## src/rtl/sample_fifo_with_drop_policy_macros.svh

```systemverilog
// ----------------------------------------------------------------------------
// Sample FIFO assertion macros
// Shorthand for the clocked, reset-qualified checks used in the RTL.
// ----------------------------------------------------------------------------
`ifndef SAMPLE_FIFO_WITH_DROP_POLICY_MACROS_SVH
`define SAMPLE_FIFO_WITH_DROP_POLICY_MACROS_SVH

`ifndef NO_ASSERTIONS

// Same-cycle implication: cond holds whenever trig holds.
`define SFDP_ASSERT_SAME(lbl, clk, rst_n, trig, cond) \
    lbl: assert property (@(posedge clk) disable iff (!rst_n) (trig) |-> (cond)) \
        else $error("sfdp check failed");

// Next-cycle implication: cond holds in the cycle after trig.
`define SFDP_ASSERT_NEXT(lbl, clk, rst_n, trig, cond) \
    lbl: assert property (@(posedge clk) disable iff (!rst_n) (trig) |=> (cond)) \
        else $error("sfdp check failed");

`else

`define SFDP_ASSERT_SAME(lbl, clk, rst_n, trig, cond)
`define SFDP_ASSERT_NEXT(lbl, clk, rst_n, trig, cond)

`endif

`endif

```

## src/rtl/sfdp_pkg.sv

```systemverilog
// ----------------------------------------------------------------------------
// Sample FIFO package
// Sizes, item types, status codes and register indexes shared by the RTL.
// ----------------------------------------------------------------------------
package sfdp_pkg;

    localparam int DEPTH   = 64;
    localparam int ADDR_W  = (DEPTH > 1) ? $clog2(DEPTH) : 1;
    localparam int LEVEL_W = $clog2(DEPTH + 1);

    localparam int VALUE_W = 16;
    localparam int UID_W   = 8;
    localparam int ENTRY_W = VALUE_W + UID_W;
    localparam int OCC_W   = 7;
    localparam int COUNT_W = 32;

    // configuration port
    localparam int CAP_W      = 7;
    localparam int CFG_DATA_W = 7;
    localparam int CFG_IDX_W  = 2;
    localparam int CMP_W      = (LEVEL_W > CAP_W) ? LEVEL_W : CAP_W;

    localparam logic [CFG_IDX_W-1:0] CFG_CAPACITY    = CFG_IDX_W'(0);
    localparam logic [CFG_IDX_W-1:0] CFG_DROP_OLDEST = CFG_IDX_W'(1);

    localparam logic [CAP_W-1:0] CAP_RESET = CAP_W'(64);

    localparam logic MODE_PUSH = 1'b0;
    localparam logic MODE_POP  = 1'b1;

    typedef enum logic [1:0] {
        ST_OK       = 2'd0,
        ST_REJECTED = 2'd1,
        ST_EMPTY    = 2'd2,
        ST_DROPPED  = 2'd3
    } t_status;

    typedef struct packed {
        logic                      mode;
        logic signed [VALUE_W-1:0] sample_value;
        logic        [UID_W-1:0]   sample_uid;
    } t_in_item;

    typedef struct packed {
        t_status                   status;
        logic signed [VALUE_W-1:0] out_value;
        logic        [UID_W-1:0]   out_uid;
        logic        [OCC_W-1:0]   occupancy;
        logic        [OCC_W-1:0]   high_water;
        logic        [COUNT_W-1:0] received_count;
        logic        [COUNT_W-1:0] released_count;
        logic        [COUNT_W-1:0] dropped_count;
    } t_out_item;

endpackage

```

## src/rtl/sample_fifo_with_drop_policy.sv

```systemverilog
// ----------------------------------------------------------------------------
// Sample FIFO with drop policy
// Bounded ring of sensor samples; a push on a full queue is either
// rejected or replaces the oldest sample, selected by a register.
// ----------------------------------------------------------------------------
//
//  Channel   Handshake                   Payload
//  --------  --------------------------  ----------------------------------
//  input     i_start while !o_busy       i_item   (mode, value, uid)
//  result    o_done, one-cycle strobe    o_result (status, sample, stats)
//  config    i_cfg_we                    i_cfg_idx, i_cfg_wdata
//
//  An accepted item gives its result in the very next cycle; one item can
//  be accepted every cycle. The sample RAM read port sets that latency.
//  o_busy is high only while reset is asserted. Reset is synchronous and
//  clears pointers, level, peak, counters and registers; RAM contents are
//  left as they are. Results cannot be stalled.
// ----------------------------------------------------------------------------
`include "sample_fifo_with_drop_policy_macros.svh"

module sample_fifo_with_drop_policy (
    input  logic                                i_clk,
    input  logic                                i_rst_n,
    input  logic                                i_start,
    input  sfdp_pkg::t_in_item                  i_item,
    output logic                                o_busy,
    output logic                                o_done,
    output sfdp_pkg::t_out_item                 o_result,
    input  logic                                i_cfg_we,
    input  logic [sfdp_pkg::CFG_IDX_W-1:0]      i_cfg_idx,
    input  logic [sfdp_pkg::CFG_DATA_W-1:0]     i_cfg_wdata
);

    import sfdp_pkg::*;

    // configuration registers
    logic [CAP_W-1:0]   r_cap;
    logic               r_drop;

    // queue state
    logic [ADDR_W-1:0]  r_head, n_head;
    logic [ADDR_W-1:0]  r_tail, n_tail;
    logic [LEVEL_W-1:0] r_level, n_level;
    logic [LEVEL_W-1:0] r_peak, n_peak;
    logic [COUNT_W-1:0] r_rcvd, n_rcvd;
    logic [COUNT_W-1:0] r_rels, n_rels;
    logic [COUNT_W-1:0] r_drpd, n_drpd;

    // result register
    logic               r_done;
    logic               r_pop_ok, n_pop_ok;
    t_status            r_status, n_status;

    logic               accept;
    logic               is_push;
    logic               full;
    logic               empty;
    logic               do_append;
    logic               do_take;
    logic [CMP_W-1:0]   cap_eff;
    logic [CMP_W-1:0]   cap_ext;
    logic [ENTRY_W-1:0] rd_entry;

    function automatic logic [ADDR_W-1:0] ring_next(input logic [ADDR_W-1:0] idx);
        return (idx == ADDR_W'(DEPTH - 1)) ? '0 : idx + ADDR_W'(1);
    endfunction

    assign o_busy = ~i_rst_n;
    assign accept = i_start & ~o_busy;

    // Capacity of zero behaves as one; anything above the ring size clamps.
    assign cap_ext = CMP_W'(r_cap);
    always_comb begin
        if (cap_ext == '0) begin
            cap_eff = CMP_W'(1);
        end else if (cap_ext > CMP_W'(DEPTH)) begin
            cap_eff = CMP_W'(DEPTH);
        end else begin
            cap_eff = cap_ext;
        end
    end

    // Full also covers a capacity lowered below the current level.
    assign is_push = (i_item.mode == MODE_PUSH);
    assign full    = (CMP_W'(r_level) >= cap_eff);
    assign empty   = (r_level == '0);

    always_comb begin
        do_append = 1'b0;
        do_take   = 1'b0;
        n_pop_ok  = 1'b0;
        n_status  = ST_OK;
        if (is_push) begin
            if (!full) begin
                do_append = 1'b1;
            end else if (r_drop) begin
                // drop the head, then append the new sample
                do_take   = 1'b1;
                do_append = 1'b1;
                n_status  = ST_DROPPED;
            end else begin
                n_status  = ST_REJECTED;
            end
        end else begin
            if (empty) begin
                n_status = ST_EMPTY;
            end else begin
                do_take  = 1'b1;
                n_pop_ok = 1'b1;
            end
        end
    end

    always_comb begin
        n_head  = do_take   ? ring_next(r_head) : r_head;
        n_tail  = do_append ? ring_next(r_tail) : r_tail;
        n_level = r_level + LEVEL_W'(do_append) - LEVEL_W'(do_take);
        n_peak  = (do_append && (n_level > r_peak)) ? n_level : r_peak;
        n_rcvd  = r_rcvd + COUNT_W'(do_append);
        n_rels  = r_rels + COUNT_W'(do_take);
        n_drpd  = r_drpd + COUNT_W'(do_take & is_push);
    end

    always_ff @(posedge i_clk) begin
        if (!i_rst_n) begin
            r_cap    <= CAP_RESET;
            r_drop   <= 1'b0;
            r_head   <= '0;
            r_tail   <= '0;
            r_level  <= '0;
            r_peak   <= '0;
            r_rcvd   <= '0;
            r_rels   <= '0;
            r_drpd   <= '0;
            r_done   <= 1'b0;
            r_pop_ok <= 1'b0;
            r_status <= ST_OK;
        end else begin
            if (i_cfg_we) begin
                case (i_cfg_idx)
                    CFG_CAPACITY:    r_cap  <= i_cfg_wdata[CAP_W-1:0];
                    CFG_DROP_OLDEST: r_drop <= i_cfg_wdata[0];
                    default:         ;
                endcase
            end
            r_done <= accept;
            if (accept) begin
                r_head   <= n_head;
                r_tail   <= n_tail;
                r_level  <= n_level;
                r_peak   <= n_peak;
                r_rcvd   <= n_rcvd;
                r_rels   <= n_rels;
                r_drpd   <= n_drpd;
                r_pop_ok <= n_pop_ok;
                r_status <= n_status;
            end
        end
    end

    // The head entry is read on every accepted item; the registered data
    // lines up with the result cycle and is used only for a good pop.
    sfdp_ram #(
        .WIDTH (ENTRY_W),
        .DEPTH (DEPTH)
    ) u_store (
        .i_clk   (i_clk),
        .i_we    (accept & do_append),
        .i_waddr (r_tail),
        .i_wdata ({i_item.sample_uid, i_item.sample_value}),
        .i_re    (accept),
        .i_raddr (r_head),
        .o_rdata (rd_entry)
    );

    // Statistics registers already hold the post-item values.
    always_comb begin
        o_result.status         = r_status;
        o_result.out_value      = r_pop_ok ? rd_entry[VALUE_W-1:0] : '0;
        o_result.out_uid        = r_pop_ok ? rd_entry[ENTRY_W-1:VALUE_W] : '0;
        o_result.occupancy      = OCC_W'(r_level);
        o_result.high_water     = OCC_W'(r_peak);
        o_result.received_count = r_rcvd;
        o_result.released_count = r_rels;
        o_result.dropped_count  = r_drpd;
    end

    assign o_done = r_done;

    `SFDP_ASSERT_SAME(a_level_bound, i_clk, i_rst_n, 1'b1, r_level <= LEVEL_W'(DEPTH))
    `SFDP_ASSERT_SAME(a_peak_covers, i_clk, i_rst_n, 1'b1, r_peak >= r_level)
    `SFDP_ASSERT_NEXT(a_strobe_follows, i_clk, i_rst_n, accept, o_done)
    `SFDP_ASSERT_NEXT(a_no_spurious, i_clk, i_rst_n, !accept, !o_done)
    `SFDP_ASSERT_NEXT(a_pop_drains, i_clk, i_rst_n, accept && !is_push && !empty, r_level == $past(r_level) - LEVEL_W'(1))
    `SFDP_ASSERT_NEXT(a_drop_keeps, i_clk, i_rst_n, accept && is_push && full && r_drop, r_level == $past(r_level) && r_status == ST_DROPPED)

endmodule

```

## src/rtl/sfdp_ram.sv

```systemverilog
// ----------------------------------------------------------------------------
// Sample FIFO RAM
// Generic single-write, single-read memory with registered read data.
// ----------------------------------------------------------------------------
module sfdp_ram #(
    parameter int WIDTH = 24,
    parameter int DEPTH = 64
) (
    input  logic                                           i_clk,
    input  logic                                           i_we,
    input  logic [((DEPTH > 1) ? $clog2(DEPTH) : 1)-1:0]   i_waddr,
    input  logic [WIDTH-1:0]                               i_wdata,
    input  logic                                           i_re,
    input  logic [((DEPTH > 1) ? $clog2(DEPTH) : 1)-1:0]   i_raddr,
    output logic [WIDTH-1:0]                               o_rdata
);

    logic [WIDTH-1:0] mem [DEPTH];
    logic [WIDTH-1:0] r_rdata;

    always_ff @(posedge i_clk) begin
        if (i_we) begin
            mem[i_waddr] <= i_wdata;
        end
        if (i_re) begin
            r_rdata <= mem[i_raddr];
        end
    end

    assign o_rdata = r_rdata;

endmodule
```

## config.mk

```make
export PLATFORM = sky130hd
export DESIGN_NAME = sample_fifo_with_drop_policy
export DESIGN_NICKNAME = d
export VERILOG_FILES = /design/src/rtl/sfdp_pkg.sv /design/src/rtl/sample_fifo_with_drop_policy.sv /design/src/rtl/sfdp_ram.sv
export VERILOG_INCLUDE_DIRS = /design/src /design/src/rtl
export SDC_FILE = /design/constraint.sdc
export NUM_CORES = 2
export LEC_CHECK = 0
export BUFFER_PORTS_ARGS = -buffer_cell sky130_fd_sc_hd__buf_2
export CORE_UTILIZATION = 50
export DETAILED_ROUTE_END_ITERATION = 10
export HOLD_SLACK_MARGIN = 0.15
export PLACE_DENSITY = 0.68
export SLEW_MARGIN = 20
export SYNTH_ARGS = -nofsm -noshare
export SYNTH_HDL_FRONTEND = slang
export SYNTH_HIERARCHICAL = 1
export SYNTH_SLANG_ARGS = --single-unit
```

## constraint.sdc

```tcl
create_clock -name i_clk -period 8.1 [get_ports i_clk]
set_clock_uncertainty 0.05 [all_clocks]
set_input_delay 0.405 -clock i_clk [delete_from_list [all_inputs] [get_ports i_clk]]
set_output_delay 0.405 -clock i_clk [all_outputs]
set_load 0.01 [all_outputs]
```

# ---- Word-level counts from Yosys, hierarchy flattened
# Memory sizes are Yosys's and may differ from the RTL's. A register that Yosys moved wholly into a read port is not among the register bits.
# Cells that the tools add are included.
dict set report classes {
  addsub 7
  order_cmp 3
  eq_ne 3
  muxes 19
  bitwise_logic 5
  reduce_logical 9
}
# op count
set ops {}
lappend ops {{$add A32 B1 Y32} 3}
lappend ops {{$mux W16} 1}
lappend ops {{$logic_not A7 Y1} 2}
lappend ops {{$mux W7} 2}
lappend ops {{$add A6 B1 Y6 const B} 2}
lappend ops {{$eq A6 B6 Y1 const B} 2}
lappend ops {{$mux W6} 2}
lappend ops {{$reduce_and A2 Y1} 5}
lappend ops {{$mux W1} 9}
lappend ops {{$mux W2} 4}
lappend ops {{$mux W8} 1}
lappend ops {{$add A7 B1 Y7} 1}
lappend ops {{$ge A7 B7 Y1} 1}
lappend ops {{$gt A7 B7 Y1} 1}
lappend ops {{$gt A7 B7 Y1 const B} 1}
lappend ops {{$sub A7 B1 Y7} 1}
lappend ops {{$and A1 B1 Y1} 3}
lappend ops {{$eq A2 B1 Y1 const B} 1}
lappend ops {{$logic_not A2 Y1} 1}
lappend ops {{$not A1 Y1} 2}
lappend ops {{$logic_and A1 B1 Y1} 1}
dict set report word_totals {
  reg_bits 134
  ramBits 1536
  inputBits 38
  out_inout_bits 138
  word_cells 59
  mem_count 1
}
# name words width rd rd_clocked_by_memory_dff wr line
set mem_list {}
lappend mem_list {u_store.mem 64 24 1 1 1 sfdp_ram.sv:18} ;# logic [WIDTH-1:0] mem [DEPTH];

# ---- Logic depth before layout (Yosys ltp)
dict set report depth {
  ltp_word 11
  ltp_mapped 26
  mapped_depth_nobuf 25
}

# ---- Cells and area by module
# Netlist, hierarchy kept.
# module instances cells_per_inst area_each_um2 seq_area_each_um2
set modules_own_cells {}
lappend modules_own_cells {sfdp_ram 1 2610 59535.8 46844.9}
lappend modules_own_cells {sample_fifo_with_drop_policy 1 768 6701.4 2682.6}

# ---- Worst setup path before layout
# OpenSTA, ideal clock, no wires.
dict set report synth_path {
  path_kind {reg2reg}
  from {register r_cap[5], in the netlist cap_ext[5]}
  to {register r_peak[4]}
  setup_time_ps 129
  arrival_ps 4504
  required_time_ps 7921
  slack_ps 3417
  stages_incl_launch_ff 25
  path_buffers 1
  synth_period_minus_slack_ps 4683
  path_cell_list {dfxtp_1 > nor3_1 > a21oi_1 > nor2_1 > ha_1 > nand2b_1 > a31oi_1 > o21a_4 > nor2_1 > or2_2 > ha_1 > inv_1 > ha_1 > fa_1 > a211o_1 > a31oi_1 > o21bai_1 > xnor2_1 > ha_1 > nand4_1 > a21oi_1 > o22a_1 > o211ai_1 > clkbuf_1 > o21ai_0}
}
dict set report synth_between {
  elab_chain_cells 11
  word_cells_on_any_way 14
  cone_classes {add/sub: 2; order compare: 3; mux: 6; reduce/logical: 3}
}
# item line
set synth_lines {}
lappend synth_lines {{from (decl)} sample_fifo_with_drop_policy.sv:37} ;# logic [CAP_W-1:0] r_cap;
lappend synth_lines {{from (signal assigned)} sample_fifo_with_drop_policy.sv:141} ;# CFG_CAPACITY: r_cap <= i_cfg_wdata[CAP_W-1:0];
lappend synth_lines {{$gt A7 B7 Y1} sample_fifo_with_drop_policy.sv:76} ;# end else if (cap_ext > CMP_W'(DEPTH)) begin
lappend synth_lines {{$mux W7} sample_fifo_with_drop_policy.sv:76}
lappend synth_lines {{$mux W7 (*)} sample_fifo_with_drop_policy.sv:74} ;# if (cap_ext == '0) begin
lappend synth_lines {{$ge A7 B7 Y1 (*)} sample_fifo_with_drop_policy.sv:85} ;# assign full = (CMP_W'(r_level) >= cap_eff);
lappend synth_lines {{$mux W1} sample_fifo_with_drop_policy.sv:94} ;# if (!full) begin
lappend synth_lines {{$mux W1} sample_fifo_with_drop_policy.sv:93} ;# if (is_push) begin
lappend synth_lines {{$add A7 B1 Y7} sample_fifo_with_drop_policy.sv:117} ;# n_level = r_level + LEVEL_W'(do_append) - LEVEL_W'(do_take);
lappend synth_lines {{$sub A7 B1 Y7 (*)} sample_fifo_with_drop_policy.sv:117}
lappend synth_lines {{via n_level[6]} sample_fifo_with_drop_policy.sv:43} ;# logic [LEVEL_W-1:0] r_level, n_level;
lappend synth_lines {{$gt A7 B7 Y1 (*)} sample_fifo_with_drop_policy.sv:118} ;# n_peak = (do_append && (n_level > r_peak)) ? n_level : r_peak;
lappend synth_lines {{$logic_and A1 B1 Y1 (*)} sample_fifo_with_drop_policy.sv:118}
lappend synth_lines {{$reduce_and A2 Y1 (no source line) (*)} n/a}
lappend synth_lines {{to (signal assigned)} sample_fifo_with_drop_policy.sv:151} ;# r_peak <= n_peak;
lappend synth_lines {{to (decl)} sample_fifo_with_drop_policy.sv:44} ;# logic [LEVEL_W-1:0] r_peak, n_peak;
# The timed path passes the listed nets; every way through them passes the cells marked *.
# A chain may end at the register's enable or synchronous reset.

# ---- Final worst setup path
dict set report layout_path {
  from {register r_cap[5], in the netlist cap_ext[5]}
  to {register r_peak[5]}
}
# Same word-level chain as after synthesis.

==> results.txt <==
- Cell area after synthesis: approximately 66,000 sq um
- For this run, the leading register cell type out of synthesis is sky130_fd_sc_hd__edfxtp_1.
* Global-route wire length before repair: 228,000 microns
- Wires add up to 157,000 microns.
- After detailed placement, the total cell area comes to between 60,000 and 70,000 sq um.
- Synthesis handed over a netlist of around 3,400 instances.
- The post-route netlist has between 20 and 30% of its cells at a drive strength greater than 1.
- Number of I/O pins: 176
- Final-report hold violation count: 0
- Combinational family with the most area after synthesis: multiplexers
- The worst register-to-register path begins at cap_ext[5].
- The initialized floorplan defines 133 standard-cell rows.
* Power per Cell Area: 256 nW/um^2
* Maximum buffer depth of the clock tree: 3
* Critical path data arrival time: 5.86 ns
- The first detailed-routing pass ran for 6 iterations.
- Global routing used roughly a quarter of the available tracks.
- Relative to the synthesized area, the layout overhead comes to 13.5%.
- Summing the areas of all xor and xnor instances in the mapped netlist gives 1.22% of the synthesized area.
- Hold-fix buffers, CTS: 23
- Most frequently used cell type in the post-synthesis netlist: sky130_fd_sc_hd__edfxtp_1
* Final max-slew violation count: 0
* Post-synthesis async set-or-reset flop share: 0%
- Dividing the detail-routed via count by the number of cells gives 6.08.
- Entering global routing, the biggest net connects 98 pins.
- Placed Instances: 5,246
- For this run the aggregate overflow at the end of global routing stands at 0.
* Proportion of synthesized area in mux cells: 14.7%
- The tree is rooted in a sky130_fd_sc_hd__clkbuf_16.
- The clock period could shrink to 5.31 ns.
- The H-tree was split into 4 levels.
* CTS tree: yes
- In this run the tightest slew margin relative to its limit is 24.1%.
- Max-cap violations: 0
- For the worst setup path, the data required time is 8.65 ns.
- Routability-driven placement finished with a final weighted congestion of 0.854.
- Detailed placement finished with a half-perimeter wire length of 88,700 microns.
* Initial antenna violation count: 5
* Post-detailed-route DRC marker count: 0
- Counting flops and latches in the post-synthesis netlist gives ~1,700.
* Share of the yosys chip area belonging to registers: ~75%
- Post-route design area: around 75,000 sq um
- Slack of the worst reg-to-reg path: 2.79 ns
- In the final timing run, aggregate negative setup slack is 0 ns.
- Net Count, Synth: 3,448
- The number of clock buffers added by TritonCTS is between 150 and 200.
- IR analysis of the VDD net gives a maximum drop of 209 uV.
* Post-synthesis adder-cell area fraction: less than 1%
- For this block, the initial DRC count from the detailed router was roughly 3,700.
* Share of the synthesized area in the top cell type: 70.7%
* Floorplan die area: roughly 130,000 sq um
- The routed layout has 34,000 vias.
* Cell leakage power: 0.0237 uW
* Clock transition at the register clock pins on the worst setup and hold paths after CTS: 0.06 ns
- Max FO, Critical Path: 14
- The core region is roughly 130,000 sq um.
- Post-synthesis average cell area: roughly 20 sq um
- The tightest min-delay check is of the primary input to flop type.
- Design Power: 19,300 uW
- Port-buffer cells: between 150 and 200
- Path type of the worst setup path: flop to flop
* Width of the chip: between 300 and 400 microns
- Commonest cells post-synth: sky130_fd_sc_hd__edfxtp_1 (1,560), sky130_fd_sc_hd__mux4_2 (355), sky130_fd_sc_hd__nor2_1 (207)
- Number of enable-type register cells in the synthesized netlist: 1,560
- Slew at the pin closest to its max-slew limit: 1.14 ns
* Number of cells upsized or downsized after cts: 0
- Clock Sink Count: 1,694
- Of all cell types, the one taking the most synthesized area is sky130_fd_sc_hd__edfxtp_1.
- For this run, the post-layout net count is 3,758.
- Timing would allow up to ~190 MHz.
* Insertion delay to the later sink of the worst-skew pair: 0.77 ns
* Worst setup path startpoint: cap_ext[5]
* Largest cells by area after synthesis: sky130_fd_sc_hd__edfxtp_1 (71%), sky130_fd_sc_hd__mux4_2 (12%), sky130_fd_sc_hd__dfxtp_1 (4.0%)
- Endpoints failing setup: 0
- Final worst-path cycle share: around two thirds
* Synth Area in Compound Gates: slightly below 3%
* Startpoint of the tightest hold check path: i_item[4]
- Of the total synthesized cell area, the portion taken by AND, OR, NAND and NOR gates is 4.20%.
- Once detail routing completed, the nets flagged for antenna violations numbered 0.
- Number of buffers added for setup after CTS: 0
- Number of distinct library cells after synthesis: 77
* Starting density of the core: 50.4%
- Critical path capture point type: flop
* Number of global-route vias before repair: 33,400
- Chip Height: about 370 microns
- During synthesis, Yosys emitted a total of 6 warnings.
- The finished layout holds 5,585 standard cells, fillers aside.
- Category of the worst setup path launch point: flop
* Mean routed wirelength per cell: 28.0 microns
* RSZ-0062 raised after global routing: no
- Outcome: complete, no violations
## sequential cells by signal, summed over array words and instances, names as in the netlist
register and flops:
u_store/mem 1536, r_drpd 32, r_rcvd 32, r_rels 32
u_store/o_rdata 24, cap_ext 7, r_level 7, r_peak 7
r_head 6, r_tail 6, r_status 2, o_done 1
r_drop 1, r_pop_ok 1
## layer usage
metal  track usage [%]  vias up  routed length [microns]  share of wire [%]
met5                 0        -                        0                  0
met4              7.04        0                     4120                2.6
met3              6.73      215                    17900                 11
met2              33.6     1694                    69200                 44
met1              34.7    17700                    65400                 42
li1                  -    14400                        -                  -
## power by group
| group | total [uW] | switching (uW) | leakage, uW | internal (uW) |
|---|---|---|---|---|
| Sequential | 9690 | 85.1 | 0.0151 | 9610 |
| Combinational | 1980 | 1100 | 0.00592 | 880 |
| Clock | 7610 | 3300 | 0.00264 | 4310 |
| Total | 19300 | 4480 | 0.0237 | 14800 |
## cells in the final DEF (no fill, tap or decap), types with 33 or more instances in the layout
cell,Yosys,final
sky130_fd_sc_hd__a21oi_1,38,38
sky130_fd_sc_hd__a221oi_1,52,52
sky130_fd_sc_hd__and2_1,33,33
sky130_fd_sc_hd__buf_2,46,172
sky130_fd_sc_hd__buf_4,33,104
sky130_fd_sc_hd__clkbuf_16,0,174
sky130_fd_sc_hd__clkinv_1,2,44
sky130_fd_sc_hd__dfxtp_1,134,128
sky130_fd_sc_hd__edfxtp_1,1560,1560
sky130_fd_sc_hd__inv_1,36,36
sky130_fd_sc_hd__mux2_2,54,54
sky130_fd_sc_hd__mux2i_1,113,113
sky130_fd_sc_hd__mux4_2,355,355
sky130_fd_sc_hd__nand2_1,88,88
sky130_fd_sc_hd__nand3_1,67,67
sky130_fd_sc_hd__nor2_1,207,143
sky130_fd_sc_hd__nor2_2,2,65
sky130_fd_sc_hd__o22ai_1,53,53
sky130_fd_sc_hd__xnor2_1,39,39
sky130_fd_sc_hd__xor2_1,53,53
## critical path: stages (launching register included)
cell                       delay, ns
sky130_fd_sc_hd__dfxtp_1        0.33
sky130_fd_sc_hd__nor3_1         0.19
sky130_fd_sc_hd__a21oi_1        0.09
sky130_fd_sc_hd__nor2_1         0.11
sky130_fd_sc_hd__ha_1           0.23
sky130_fd_sc_hd__nand2b_1       0.13
sky130_fd_sc_hd__a31oi_1        0.25
sky130_fd_sc_hd__o21a_4         0.22
sky130_fd_sc_hd__nor2_1         0.06
sky130_fd_sc_hd__or2_2          0.29
sky130_fd_sc_hd__ha_1           0.27
sky130_fd_sc_hd__inv_1          0.04
sky130_fd_sc_hd__ha_1           0.20
sky130_fd_sc_hd__fa_1           0.43
sky130_fd_sc_hd__a211o_1        0.31
sky130_fd_sc_hd__a31oi_1        0.18
sky130_fd_sc_hd__o21bai_1       0.10
sky130_fd_sc_hd__xnor2_1        0.17
sky130_fd_sc_hd__ha_1           0.32
sky130_fd_sc_hd__nand4_1        0.12
sky130_fd_sc_hd__a21oi_1        0.14
sky130_fd_sc_hd__o22a_1         0.17
sky130_fd_sc_hd__o211ai_1       0.38
sky130_fd_sc_hd__nand3_1        0.24
sky130_fd_sc_hd__o21ai_0        0.12
## final cells by class
cell class,count,area (sq um)
clock buffer,207,4530
clock inverter,105,905
multi-input combinational,1475,15800
tap,1755,2200
fill,9766,56300
antenna,2,5.00
timing repair buffer,307,2010
sequential,1694,49500
inverter,40,151
## through the flow
stage / hold WS (ns) / util [%] / worst slack (ns)
after global placement: 0.429 / 52.8 / 2.90
after floorplan: 0.411 / - / 3.42
after detailed placement: 0.439 / 52.9 / 2.91
after CTS: 0.201 / 57.2 / 2.81
final: 0.157 / 57.2 / 2.79
after global routing: 0.152 / 57.2 / 2.27
## kinds of logic after synthesis
family / after synthesis
AOI/OAI and AO/OA: 280
xor gates and xnor gates: 92
adders and majority gates: 32
buffers and inverters: 209
DFF: 1694
muxes: 522
and+or+nand+nor: 549
## path summary, 6_finish.rpt
check,to,depth (start not counted)
setup / recovery,r_peak[5],24
setup reg to reg,r_peak[5],24
hold reg to reg,r_peak[2],2
hold / removal,u_store/mem[19][20],1
(Power assumes the default switching activity.)
